[src/tts_pkg.sv]
// Shared types, character codes and defaults for the text token scanner.
package tts_pkg;

  // Default configuration of the top level.
  localparam int MAX_LEXEME_LEN_DEF = 32;
  localparam int LINE_BITS_DEF      = 16;

  // Fixed field widths of the result channel.
  localparam int BYTE_W  = 8;
  localparam int KIND_W  = 4;
  localparam int INDEX_W = 5;
  localparam int LINE_W  = 16;

  // Characters that steer the scanner.
  localparam logic [BYTE_W-1:0] CH_NUL    = 8'h00;
  localparam logic [BYTE_W-1:0] CH_TAB    = 8'h09;
  localparam logic [BYTE_W-1:0] CH_NL     = 8'h0A;
  localparam logic [BYTE_W-1:0] CH_CR     = 8'h0D;
  localparam logic [BYTE_W-1:0] CH_SPACE  = 8'h20;
  localparam logic [BYTE_W-1:0] CH_QUOTE  = 8'h22;
  localparam logic [BYTE_W-1:0] CH_PLUS   = 8'h2B;
  localparam logic [BYTE_W-1:0] CH_COMMA  = 8'h2C;
  localparam logic [BYTE_W-1:0] CH_MINUS  = 8'h2D;
  localparam logic [BYTE_W-1:0] CH_DOT    = 8'h2E;
  localparam logic [BYTE_W-1:0] CH_SLASH  = 8'h2F;
  localparam logic [BYTE_W-1:0] CH_ZERO   = 8'h30;
  localparam logic [BYTE_W-1:0] CH_NINE   = 8'h39;
  localparam logic [BYTE_W-1:0] CH_COLON  = 8'h3A;
  localparam logic [BYTE_W-1:0] CH_EQUAL  = 8'h3D;
  localparam logic [BYTE_W-1:0] CH_QUEST  = 8'h3F;
  localparam logic [BYTE_W-1:0] CH_UP_A   = 8'h41;
  localparam logic [BYTE_W-1:0] CH_UP_Z   = 8'h5A;
  localparam logic [BYTE_W-1:0] CH_UNDER  = 8'h5F;
  localparam logic [BYTE_W-1:0] CH_LOW_A  = 8'h61;
  localparam logic [BYTE_W-1:0] CH_LOW_Z  = 8'h7A;

  // Token kinds as they appear on the result channel.
  typedef enum logic [KIND_W-1:0] {
    K_END      = 4'd0,
    K_EQUAL    = 4'd1,
    K_COLON    = 4'd2,
    K_COMMA    = 4'd3,
    K_QUESTION = 4'd4,
    K_MINUS    = 4'd5,
    K_PLUS     = 4'd6,
    K_INTEGER  = 4'd7,
    K_REAL     = 4'd8,
    K_DATE     = 4'd9,
    K_IDENT    = 4'd10,
    K_STRING   = 4'd11,
    K_ERROR    = 4'd12
  } kind_t;

  // Token being collected between bytes.
  typedef enum logic [3:0] {
    M_IDLE  = 4'd0,
    M_MINUS = 4'd1,
    M_PLUS  = 4'd2,
    M_INT   = 4'd3,
    M_REAL  = 4'd4,
    M_DATE1 = 4'd5,
    M_DATE2 = 4'd6,
    M_NUMID = 4'd7,
    M_IDENT = 4'd8,
    M_STR   = 4'd9,
    M_STRQ  = 4'd10
  } mode_t;

  // Top level sequencer states.
  typedef enum logic [1:0] {
    ST_SCAN,
    ST_EMIT,
    ST_RESCAN
  } top_state_t;

  // Replay unit states.
  typedef enum logic [1:0] {
    R_IDLE,
    R_READ,
    R_LOAD
  } replay_state_t;

  // Control decisions of one scan step.
  typedef struct packed {
    mode_t mode_nxt;
    logic  wr_en;
    logic  ovf_nxt;
    logic  line_inc;
    logic  emit;
    kind_t kind;
    logic  rescan;
  } scan_ctl_t;

  // Token description handed to the replay unit.
  typedef struct packed {
    kind_t             kind;
    logic              ovf;
    logic [LINE_W-1:0] line;
  } token_info_t;

endpackage

[src/tts_lexeme_ram.sv]
// Lexeme buffer: one write port and one registered read port.
module tts_lexeme_ram
  import tts_pkg::*;
#(
  parameter int DEPTH = MAX_LEXEME_LEN_DEF,
  parameter int AW    = $clog2(MAX_LEXEME_LEN_DEF)
) (
  input  logic              clk,
  input  logic              wr_en,
  input  logic [AW-1:0]     wr_addr,
  input  logic [BYTE_W-1:0] wr_data,
  input  logic              rd_en,
  input  logic [AW-1:0]     rd_addr,
  output logic [BYTE_W-1:0] rd_data
);

  logic [BYTE_W-1:0] mem [DEPTH];
  logic [BYTE_W-1:0] rd_data_r;

  // Write port.
  always_ff @(posedge clk) begin
    if (wr_en) begin
      mem[wr_addr] <= wr_data;
    end
  end

  // Registered read port; data holds while no read is issued.
  always_ff @(posedge clk) begin
    if (rd_en) begin
      rd_data_r <= mem[rd_addr];
    end
  end

  assign rd_data = rd_data_r;

endmodule

[src/tts_classify.sv]
// One scan step: classifies a byte against the pending token and decides writes and emission.
module tts_classify
  import tts_pkg::*;
#(
  parameter int MAX_LEXEME_LEN = MAX_LEXEME_LEN_DEF,
  parameter int LEN_W          = $clog2(MAX_LEXEME_LEN_DEF + 1),
  parameter int AW             = $clog2(MAX_LEXEME_LEN_DEF)
) (
  input  mode_t             mode,
  input  logic [BYTE_W-1:0] scan_byte,
  input  logic [LEN_W-1:0]  len,
  input  logic              ovf,
  output scan_ctl_t         ctl,
  output logic [AW-1:0]     wr_addr,
  output logic [BYTE_W-1:0] wr_data,
  output logic [LEN_W-1:0]  len_nxt
);

  logic is_digit;
  logic is_alpha;
  logic is_space;
  logic can_add;
  logic add_req;
  logic start_req;
  logic clear_req;

  // Character classes.
  assign is_digit = (scan_byte >= CH_ZERO) && (scan_byte <= CH_NINE);
  assign is_alpha = ((scan_byte >= CH_UP_A) && (scan_byte <= CH_UP_Z)) ||
                    ((scan_byte >= CH_LOW_A) && (scan_byte <= CH_LOW_Z));
  assign is_space = (scan_byte == CH_SPACE) ||
                    ((scan_byte >= CH_TAB) && (scan_byte <= CH_CR));
  assign can_add  = len < LEN_W'(MAX_LEXEME_LEN);

  // Token state machine for one byte.
  always_comb begin
    ctl          = '0;
    ctl.mode_nxt = mode;
    ctl.ovf_nxt  = ovf;
    ctl.kind     = K_END;
    add_req      = 1'b0;
    start_req    = 1'b0;
    clear_req    = 1'b0;
    wr_data      = scan_byte;

    case (mode)
      M_MINUS: begin
        if (is_digit) begin
          add_req      = 1'b1;
          ctl.mode_nxt = M_INT;
        end else begin
          ctl.emit   = 1'b1;
          ctl.kind   = K_MINUS;
          ctl.rescan = 1'b1;
        end
      end
      M_PLUS: begin
        if (is_digit) begin
          add_req      = 1'b1;
          ctl.mode_nxt = M_INT;
        end else begin
          // A lone plus sign is sent with its own character as lexeme.
          start_req  = 1'b1;
          wr_data    = CH_PLUS;
          ctl.emit   = 1'b1;
          ctl.kind   = K_PLUS;
          ctl.rescan = 1'b1;
        end
      end
      M_INT: begin
        if (is_digit) begin
          add_req = 1'b1;
        end else if (scan_byte == CH_DOT) begin
          add_req      = 1'b1;
          ctl.mode_nxt = M_REAL;
        end else if (scan_byte == CH_SLASH) begin
          add_req      = 1'b1;
          ctl.mode_nxt = M_DATE1;
        end else if (is_alpha) begin
          add_req      = 1'b1;
          ctl.mode_nxt = M_NUMID;
        end else begin
          ctl.emit   = 1'b1;
          ctl.kind   = K_INTEGER;
          ctl.rescan = 1'b1;
        end
      end
      M_REAL: begin
        if (is_digit) begin
          add_req = 1'b1;
        end else begin
          ctl.emit   = 1'b1;
          ctl.kind   = K_REAL;
          ctl.rescan = 1'b1;
        end
      end
      M_DATE1: begin
        if (is_digit) begin
          add_req = 1'b1;
        end else if (scan_byte == CH_SLASH) begin
          add_req      = 1'b1;
          ctl.mode_nxt = M_DATE2;
        end else begin
          // Only one slash seen: the date is broken.
          ctl.emit   = 1'b1;
          ctl.kind   = K_ERROR;
          ctl.rescan = 1'b1;
        end
      end
      M_DATE2: begin
        if (is_digit) begin
          add_req = 1'b1;
        end else begin
          ctl.emit   = 1'b1;
          ctl.kind   = K_DATE;
          ctl.rescan = 1'b1;
        end
      end
      M_NUMID: begin
        if (is_alpha) begin
          add_req = 1'b1;
        end else begin
          ctl.emit   = 1'b1;
          ctl.kind   = K_IDENT;
          ctl.rescan = 1'b1;
        end
      end
      M_IDENT: begin
        if (is_alpha || is_digit || (scan_byte == CH_UNDER)) begin
          add_req = 1'b1;
        end else begin
          ctl.emit   = 1'b1;
          ctl.kind   = K_IDENT;
          ctl.rescan = 1'b1;
        end
      end
      M_STR: begin
        if (scan_byte == CH_NUL) begin
          // End of text inside a string.
          ctl.emit   = 1'b1;
          ctl.kind   = K_ERROR;
          ctl.rescan = 1'b1;
        end else if (scan_byte == CH_QUOTE) begin
          ctl.mode_nxt = M_STRQ;
        end else begin
          add_req = 1'b1;
        end
      end
      M_STRQ: begin
        if (scan_byte == CH_QUOTE) begin
          // A doubled quote stands for one quote character.
          add_req      = 1'b1;
          ctl.mode_nxt = M_STR;
        end else begin
          ctl.emit   = 1'b1;
          ctl.kind   = K_STRING;
          ctl.rescan = 1'b1;
        end
      end
      default: begin
        // Idle, and any unused code, takes the byte as the start of a token.
        if (is_space) begin
          ctl.line_inc = (scan_byte == CH_NL);
        end else if (scan_byte == CH_NUL) begin
          clear_req = 1'b1;
          ctl.emit  = 1'b1;
          ctl.kind  = K_END;
        end else if (scan_byte == CH_EQUAL) begin
          start_req = 1'b1;
          ctl.emit  = 1'b1;
          ctl.kind  = K_EQUAL;
        end else if (scan_byte == CH_COLON) begin
          start_req = 1'b1;
          ctl.emit  = 1'b1;
          ctl.kind  = K_COLON;
        end else if (scan_byte == CH_COMMA) begin
          start_req = 1'b1;
          ctl.emit  = 1'b1;
          ctl.kind  = K_COMMA;
        end else if (scan_byte == CH_QUEST) begin
          start_req = 1'b1;
          ctl.emit  = 1'b1;
          ctl.kind  = K_QUESTION;
        end else if (scan_byte == CH_MINUS) begin
          start_req    = 1'b1;
          ctl.mode_nxt = M_MINUS;
        end else if (scan_byte == CH_PLUS) begin
          clear_req    = 1'b1;
          ctl.mode_nxt = M_PLUS;
        end else if (is_digit) begin
          start_req    = 1'b1;
          ctl.mode_nxt = M_INT;
        end else if (is_alpha) begin
          start_req    = 1'b1;
          ctl.mode_nxt = M_IDENT;
        end else if (scan_byte == CH_QUOTE) begin
          clear_req    = 1'b1;
          ctl.mode_nxt = M_STR;
        end else begin
          // Stray byte: an error token of that one byte.
          start_req = 1'b1;
          ctl.emit  = 1'b1;
          ctl.kind  = K_ERROR;
        end
      end
    endcase

    // Buffer and length updates.
    wr_addr = len[AW-1:0];
    len_nxt = len;
    if (start_req) begin
      ctl.wr_en   = 1'b1;
      wr_addr     = '0;
      len_nxt     = LEN_W'(1);
      ctl.ovf_nxt = 1'b0;
    end else if (clear_req) begin
      len_nxt     = '0;
      ctl.ovf_nxt = 1'b0;
    end else if (add_req) begin
      if (can_add) begin
        ctl.wr_en = 1'b1;
        len_nxt   = len + LEN_W'(1);
      end else begin
        ctl.ovf_nxt = 1'b1;
      end
    end

    if (ctl.emit) begin
      ctl.mode_nxt = M_IDLE;
    end
  end

endmodule

[src/tts_replay.sv]
// Replays a finished lexeme from the buffer, one result per byte, through the output register.
module tts_replay
  import tts_pkg::*;
#(
  parameter int LEN_W = $clog2(MAX_LEXEME_LEN_DEF + 1),
  parameter int AW    = $clog2(MAX_LEXEME_LEN_DEF)
) (
  input  logic               clk,
  input  logic               rst_n,
  input  logic               start,
  input  token_info_t        info,
  input  logic [LEN_W-1:0]   cnt,
  output logic               busy,
  output logic               rd_en,
  output logic [AW-1:0]      rd_addr,
  input  logic [BYTE_W-1:0]  rd_data,
  input  logic               res_stall,
  output logic               res_valid,
  output logic [KIND_W-1:0]  res_kind,
  output logic [BYTE_W-1:0]  res_byte,
  output logic               res_byte_valid,
  output logic [INDEX_W-1:0] res_index,
  output logic               res_last,
  output logic [LINE_W-1:0]  res_line,
  output logic               res_ovf
);

  replay_state_t      state_r, state_nxt;
  token_info_t        info_r, info_nxt;
  logic [LEN_W-1:0]   cnt_r, cnt_nxt;
  logic [AW-1:0]      idx_r, idx_nxt;

  logic               valid_r, valid_nxt;
  logic [KIND_W-1:0]  kind_r, kind_nxt;
  logic [BYTE_W-1:0]  byte_r, byte_nxt;
  logic               bvalid_r, bvalid_nxt;
  logic [INDEX_W-1:0] index_r, index_nxt;
  logic               last_r, last_nxt;
  logic [LINE_W-1:0]  line_r, line_nxt;
  logic               ovf_r, ovf_nxt;

  logic               empty;
  logic               is_last;
  logic               out_free;
  logic [31:0]        idx_ext;

  assign empty    = (cnt_r == '0);
  assign is_last  = empty || ((LEN_W'(idx_r) + LEN_W'(1)) == cnt_r);
  assign out_free = !valid_r || !res_stall;
  assign idx_ext  = 32'(idx_r);
  assign busy     = (state_r != R_IDLE);

  // Control and payload registers.
  always_ff @(posedge clk) begin
    if (!rst_n) begin
      state_r <= R_IDLE;
      valid_r <= 1'b0;
    end else begin
      state_r <= state_nxt;
      valid_r <= valid_nxt;
    end
    info_r   <= info_nxt;
    cnt_r    <= cnt_nxt;
    idx_r    <= idx_nxt;
    kind_r   <= kind_nxt;
    byte_r   <= byte_nxt;
    bvalid_r <= bvalid_nxt;
    index_r  <= index_nxt;
    last_r   <= last_nxt;
    line_r   <= line_nxt;
    ovf_r    <= ovf_nxt;
  end

  // Read sequencing and output register loading.
  always_comb begin
    state_nxt  = state_r;
    info_nxt   = info_r;
    cnt_nxt    = cnt_r;
    idx_nxt    = idx_r;
    rd_en      = 1'b0;
    rd_addr    = idx_r;
    valid_nxt  = valid_r && res_stall;
    kind_nxt   = kind_r;
    byte_nxt   = byte_r;
    bvalid_nxt = bvalid_r;
    index_nxt  = index_r;
    last_nxt   = last_r;
    line_nxt   = line_r;
    ovf_nxt    = ovf_r;

    case (state_r)
      R_IDLE: begin
        if (start) begin
          info_nxt  = info;
          cnt_nxt   = cnt;
          idx_nxt   = '0;
          // An empty lexeme needs no read.
          state_nxt = (cnt == '0) ? R_LOAD : R_READ;
        end
      end
      R_READ: begin
        rd_en     = 1'b1;
        state_nxt = R_LOAD;
      end
      R_LOAD: begin
        if (out_free) begin
          valid_nxt  = 1'b1;
          kind_nxt   = info_r.kind;
          byte_nxt   = empty ? '0 : rd_data;
          bvalid_nxt = !empty;
          index_nxt  = idx_ext[INDEX_W-1:0];
          last_nxt   = is_last;
          line_nxt   = info_r.line;
          ovf_nxt    = info_r.ovf;
          if (is_last) begin
            state_nxt = R_IDLE;
          end else begin
            // Fetch the next byte while this one is shown.
            idx_nxt = idx_r + AW'(1);
            rd_en   = 1'b1;
            rd_addr = idx_r + AW'(1);
          end
        end
      end
      default: begin
        state_nxt = R_IDLE;
      end
    endcase
  end

  assign res_valid      = valid_r;
  assign res_kind       = kind_r;
  assign res_byte       = byte_r;
  assign res_byte_valid = bvalid_r;
  assign res_index      = index_r;
  assign res_last       = last_r;
  assign res_line       = line_r;
  assign res_ovf        = ovf_r;

endmodule

[src/text_token_scanner_top.sv]
// Top level of the text token scanner: scan state, sequencer and lexeme buffer.
//
// Usage: text arrives one byte per request on the in_ channel (zero ends a text).
// Each finished token leaves on the out_ channel as its lexeme bytes, one request
// per byte, with out_last_of_token on the final one; an empty lexeme (such as an end
// token or an empty string) gives one request with out_byte_valid low.
// Throughput: a byte that does not finish a token is taken without holding the input.
// A byte that finishes a token holds the input for the replay of that token: setup,
// buffer read and handback, then one result per lexeme byte, then a second scan of
// the byte when it must be scanned again after the token (and more when the byte
// scanned again finishes a token of its own).
// The replay reads the lexeme buffer through its single registered read port,
// and that port sets the one byte per cycle on the output side while out_stall is low.
// Latency: after the byte that finishes a token is taken, the replay reads the buffer
// (no read for an empty lexeme), then loads the first result into the output register.
// Reset: rst_n is synchronous; afterwards no token is pending and the line count
// is one. The lexeme buffer is not cleared.
// Stall: a result waits in the output register while out_stall is high, and the
// replay, and with it the input, waits behind it until the last result is loaded.
module text_token_scanner_top
  import tts_pkg::*;
#(
  parameter int MAX_LEXEME_LEN = MAX_LEXEME_LEN_DEF,
  parameter int LINE_BITS      = LINE_BITS_DEF
) (
  input  logic               clk,
  input  logic               rst_n,
  input  logic               in_valid,
  output logic               in_stall,
  input  logic [BYTE_W-1:0]  in_text_byte,
  output logic               out_valid,
  input  logic               out_stall,
  output logic [KIND_W-1:0]  out_token_kind,
  output logic [BYTE_W-1:0]  out_lexeme_byte,
  output logic               out_byte_valid,
  output logic [INDEX_W-1:0] out_byte_index,
  output logic               out_last_of_token,
  output logic [LINE_W-1:0]  out_line_number,
  output logic               out_lexeme_overflow
);

  localparam int LEN_W = $clog2(MAX_LEXEME_LEN + 1);
  localparam int AW    = $clog2(MAX_LEXEME_LEN);

  top_state_t           state_r, state_nxt;
  mode_t                mode_r, mode_nxt;
  logic [LEN_W-1:0]     len_r, len_nxt;
  logic                 ovf_r, ovf_nxt;
  logic [LINE_BITS-1:0] line_r, line_nxt;
  logic [BYTE_W-1:0]    byte_r, byte_nxt;
  logic                 rescan_r, rescan_nxt;

  scan_ctl_t            ctl;
  logic [AW-1:0]        wr_addr;
  logic [BYTE_W-1:0]    wr_data;
  logic [LEN_W-1:0]     step_len;
  logic [BYTE_W-1:0]    scan_byte;
  logic                 step_en;
  logic                 start;
  logic                 busy;
  token_info_t          info;
  logic                 rd_en;
  logic [AW-1:0]        rd_addr;
  logic [BYTE_W-1:0]    rd_data;
  logic [31:0]          line_ext;

  // Byte under scan: the held byte when it is scanned again after a token.
  assign scan_byte = (state_r == ST_RESCAN) ? byte_r : in_text_byte;

  tts_classify #(
    .MAX_LEXEME_LEN (MAX_LEXEME_LEN),
    .LEN_W          (LEN_W),
    .AW             (AW)
  ) u_classify (
    .mode      (mode_r),
    .scan_byte (scan_byte),
    .len       (len_r),
    .ovf       (ovf_r),
    .ctl       (ctl),
    .wr_addr   (wr_addr),
    .wr_data   (wr_data),
    .len_nxt   (step_len)
  );

  tts_lexeme_ram #(
    .DEPTH (MAX_LEXEME_LEN),
    .AW    (AW)
  ) u_ram (
    .clk     (clk),
    .wr_en   (step_en && ctl.wr_en),
    .wr_addr (wr_addr),
    .wr_data (wr_data),
    .rd_en   (rd_en),
    .rd_addr (rd_addr),
    .rd_data (rd_data)
  );

  // Line shown with a token saturates at the width of the line field.
  assign line_ext  = 32'(line_r);
  assign info.kind = ctl.kind;
  assign info.ovf  = ctl.ovf_nxt;
  assign info.line = (line_ext > 32'h0000_FFFF) ? 16'hFFFF : line_ext[LINE_W-1:0];

  tts_replay #(
    .LEN_W (LEN_W),
    .AW    (AW)
  ) u_replay (
    .clk            (clk),
    .rst_n          (rst_n),
    .start          (start),
    .info           (info),
    .cnt            (step_len),
    .busy           (busy),
    .rd_en          (rd_en),
    .rd_addr        (rd_addr),
    .rd_data        (rd_data),
    .res_stall      (out_stall),
    .res_valid      (out_valid),
    .res_kind       (out_token_kind),
    .res_byte       (out_lexeme_byte),
    .res_byte_valid (out_byte_valid),
    .res_index      (out_byte_index),
    .res_last       (out_last_of_token),
    .res_line       (out_line_number),
    .res_ovf        (out_lexeme_overflow)
  );

  // State registers.
  always_ff @(posedge clk) begin
    if (!rst_n) begin
      state_r  <= ST_SCAN;
      mode_r   <= M_IDLE;
      len_r    <= '0;
      ovf_r    <= 1'b0;
      line_r   <= LINE_BITS'(1);
      rescan_r <= 1'b0;
    end else begin
      state_r  <= state_nxt;
      mode_r   <= mode_nxt;
      len_r    <= len_nxt;
      ovf_r    <= ovf_nxt;
      line_r   <= line_nxt;
      rescan_r <= rescan_nxt;
    end
    byte_r <= byte_nxt;
  end

  // Sequencer: scan a byte, replay a finished token, then scan the byte again if needed.
  always_comb begin
    state_nxt  = state_r;
    mode_nxt   = mode_r;
    len_nxt    = len_r;
    ovf_nxt    = ovf_r;
    line_nxt   = line_r;
    rescan_nxt = rescan_r;
    byte_nxt   = byte_r;
    in_stall   = 1'b1;
    step_en    = 1'b0;

    case (state_r)
      ST_SCAN: begin
        in_stall = 1'b0;
        step_en  = in_valid;
        if (in_valid) begin
          byte_nxt   = in_text_byte;
          rescan_nxt = ctl.rescan;
        end
      end
      ST_RESCAN: begin
        step_en    = 1'b1;
        rescan_nxt = 1'b0;
        state_nxt  = ST_SCAN;
      end
      ST_EMIT: begin
        if (!busy) begin
          state_nxt = rescan_r ? ST_RESCAN : ST_SCAN;
        end
      end
      default: begin
        state_nxt = ST_SCAN;
      end
    endcase

    if (step_en) begin
      mode_nxt = ctl.mode_nxt;
      len_nxt  = step_len;
      ovf_nxt  = ctl.ovf_nxt;
      if (ctl.line_inc && (line_r != '1)) begin
        line_nxt = line_r + LINE_BITS'(1);
      end
      if (ctl.emit) begin
        state_nxt = ST_EMIT;
      end
    end
  end

  assign start = step_en && ctl.emit;

endmodule

[config.mk]
export PLATFORM = sky130hd
export DESIGN_NAME = text_token_scanner_top
export DESIGN_NICKNAME = d
export VERILOG_FILES = /design/src/tts_pkg.sv /design/src/tts_lexeme_ram.sv /design/src/tts_classify.sv /design/src/tts_replay.sv /design/src/text_token_scanner_top.sv
export SDC_FILE = /design/constraint.sdc
export NUM_CORES = 1
export LEC_CHECK = 0
export ABC_AREA = 1
export BUFFER_PORTS_ARGS = -buffer_cell sky130_fd_sc_hd__clkbuf_2
export CORE_MARGIN = 1.5
export CORE_UTILIZATION = 50
export DETAILED_ROUTE_END_ITERATION = 10
export HOLD_SLACK_MARGIN = 0.06
export PLACE_DENSITY = 0.68
export SETUP_SLACK_MARGIN = 0.1
export SLEW_MARGIN = 15
export SYNTH_ARGS = -nofsm -noshare
export SYNTH_HDL_FRONTEND = slang
export SYNTH_SLANG_ARGS = --single-unit
[constraint.sdc]
create_clock -name clk -period 5.8 [get_ports clk]
set_input_delay 1.74 -clock clk [delete_from_list [all_inputs] [get_ports clk]]
set_output_delay 1.74 -clock clk [all_outputs]
set_load 0.05 [all_outputs]
==> reports/qor.txt <==
post-CTS setup buffers - 0
first-pass GRT wire length - 63,170 µm
IO Pins - 50
clk slew on worst S/H paths - 60 ps
Setup CP Type - in2reg
Post-DP HPWL - 25,710 µm
period utilisation layout - 73.47%
Via-to-Cell Ratio - 5.482
Slew @ Worst Pin - 1174 ps
remaining global-route overflow - 0
CTS tree - built
DRT antenna net count - 0
placed cell areas - 17,900 µm²
Clk Latency, worst-skew pair - 530 ps
FF+latch area - 10,870 µm²
setup TNS - 0 ps
GP Congestion - 0.9026
cts hold-fix bufs - 0
Data arrival, critical path - 4410 ps
NumNets Final - 1,757
final WL - 39,840 µm
num rows - 67
crit start category - primary input
Critical Path End Type - flip-flop
Final Hold Viols - 0
GR Util met1 - 33.79%
Yosys Warn Count - 0
slew margin rel. - 21.64%
Die Footprint - 35,720 µm²
H-tree depth - 2
vias in the first global route - 11,390
Max FO, Critical Path - 10
met2 Use GR - 34.76%
status - completed
Final Util - 56.53%
TritonCTS buffer count - 38
Die Ht - 189.0 µm
total core area - 33,780 µm²
#FFs+latches synth - 373
f_max - 234.7 MHz
crit path cell chain - clkbuf_2, inv_1, nand2_1, nand2_4, inv_2, nand2_2, nand3_1, nand2_2, nand2_4, nand2_4, inv_2, o21ai_4, inv_2, nor3_1, nand2_1, nor2_1
Post-Syn Area - 17,300 µm²
ys flop type - edfxtp_1
top cells by count, synth - nand2_1 (451), edfxtp_1 (340), nand3_1 (290)
Final Critical Period - 4261 ps
Most Used Layer, Global Route - met2
iteration count of the initial detailed-routing pass - 6
GRT Total Usage - 22.65%
worst endpoint required time - 5950 ps
area of the multi-input gates - 5378 µm²
IR drop worst, VDD - 0.3502 mV
worst min-delay path class - reg2reg
most frequent cell after synthesis - nand2_1
RSZ-0062 raised after global routing - no
average cell area after synthesis - 10.11 µm²
initial antenna violation count - 0
Initial Utilization - 51.19%
fin. max-slew vios - 0
M3 GR Usage - 2.799%
cts repair resizes - 0
Mapped Cells - 1,710
ys async rst share - 0%
max_cap viols - 0
syn_nets - 1,728
DRC - 0
pin count of the biggest net entering global routing - 67
LEAKAGE - 7.692 nW
slowest cell delay on critical path - 610 ps
root buf cell - clkbuf_16
post-synth top area share - 59.03%
top post-synthesis cells by area - edfxtp_1 (59%), nand2_1 (9.8%), nand3_1 (8.4%)
share of layout cells above drive strength 1 - 12.91%
post-route cell area - 19,100 µm²
CP top delay family - simple AND/OR/NAND/NOR gates
post-synthesis sequential area ratio - 62.85%
CTS sink cnt - 373
Ant. Diodes - 0
wire length per cell - 18.00 µm
Slowest cell on crit path - nor2_1
post-synth top area cell - edfxtp_1
post-layout power - 9.852 mW
DRT iter0 DRCs - 1,214
die width - 189.0 µm
skew final - 19.70 ps
power per standard cell area - 515.9 nW/µm²
Netlist cell types - 52
port bufs - 49
Max clock buf depth - 3
Worst Path Buf+Inv - 5
final setup violation count - 0
total vias in the final route - 12,140
Area Growth Syn to Fin - 10.42%
filler instances - 2,898
EDFF count, synth - 340
## sequential cells by signal, summed over array words and instances, names as in the netlist, 2 cells and up
register,cells
u_replay.idx_r,5
u_replay.info_r,21
u_replay.cnt_r,6
u_replay.res_index,5
mode_r,4
byte_r,8
len_r,6
u_ram.rd_data,8
u_replay.state_r,2
u_replay.res_line,16
u_replay.res_byte,8
u_ram.mem,256
state_r,2
u_replay.res_kind,4
line_r,16
## worst reg2reg max path, cell delays in order, from the launching register on
cell and delay (ps):
dfxtp_1 790, inv_2 110, nor2_2 220, nand2_1 100
nand2_2 140, nand2_4 90, nor2_8 110, nand2_2 50
nand2_2 90, nand2_4 100, nand2_4 150, inv_2 90
o21ai_4 300, inv_2 150, nor3_1 310, nand2_1 240
nor2_1 620
## kinds of logic after synthesis
family                     share of synthesized area [%]
xor gates and xnor gates                          0.4558
AOI/OAI and AO/OA                                  3.176
adders and majority gates                         0.4340
DFF                                                62.85
and+or+nand+nor                                    26.68
buffers and inverters                              6.402
## placed cells by master (no fill, tap or decap), types with 5 or more instances in the layout
cell	Yosys	final
xor2_1	8	8
inv_1	173	173
nor3_1	10	10
nand2_2	22	26
o21ai_1	7	6
clkbuf_1	31	5
inv_2	18	18
nor2_4	7	7
clkinv_2	1	7
nand2_4	11	13
a21oi_1	34	33
clkinv_1	1	9
clkbuf_2	0	49
nand2_1	451	445
nand3_4	7	8
nand3b_1	24	24
nor2_2	7	12
nand3_2	10	9
o21ai_0	27	27
nand3_1	290	290
dfxtp_1	33	33
nor2_1	84	79
nand4_1	22	22
buf_4	10	12
clkbuf_16	0	38
edfxtp_1	340	340
ha_1	6	6
## layer usage
layer / part of all wire [%] / vias to the layer above
met5: 0 / -
met1: 45 / 5764
met3: 6.9 / 78
met4: 2.5 / 0
met2: 45 / 444
li1: - / 5852
## report_power, final
| group | switching [mW] | internal [mW] |
|---|---|---|
| sequential | 0.121 | 3.42 |
| clock | 0.995 | 1.32 |
| combinational | 2.96 | 1.03 |
## area by class of cell
type,count,share of cell area (%)
clock inverter,22,0.9238
multi-input combinational,1069,28.16
timing repair buffer,63,2.005
inverter,194,3.833
sequential,373,56.92
clock buffer,45,5.222
tap,448,2.935
## per-stage QoR
step                      setup WS (ps)  instances  hold slack, ps
after floorplan                    1240       1710           400.3
after CTS                          1571       2213           415.4
after detailed placement           1052       2146           404.5
after global routing               1353       2214           423.8
after global placement             1097       2146           402.8
final                              1539       2214           417.8
## worst paths after layout
path | startpoint | to | slack (ps) | cells after the start
worst max-delay path | in_text_byte[2] | u_ram.mem[13][6] | 1540 | 16
worst min-delay path | u_replay.info_r[15] | u_replay.res_line[15] | 420 | 0
worst max register to register | state_r[1] | u_ram.mem[13][6] | 1780 | 16
worst min register to register | u_replay.info_r[15] | u_replay.res_line[15] | 420 | 0
Note: power is estimated with default switching activity, not from simulation.
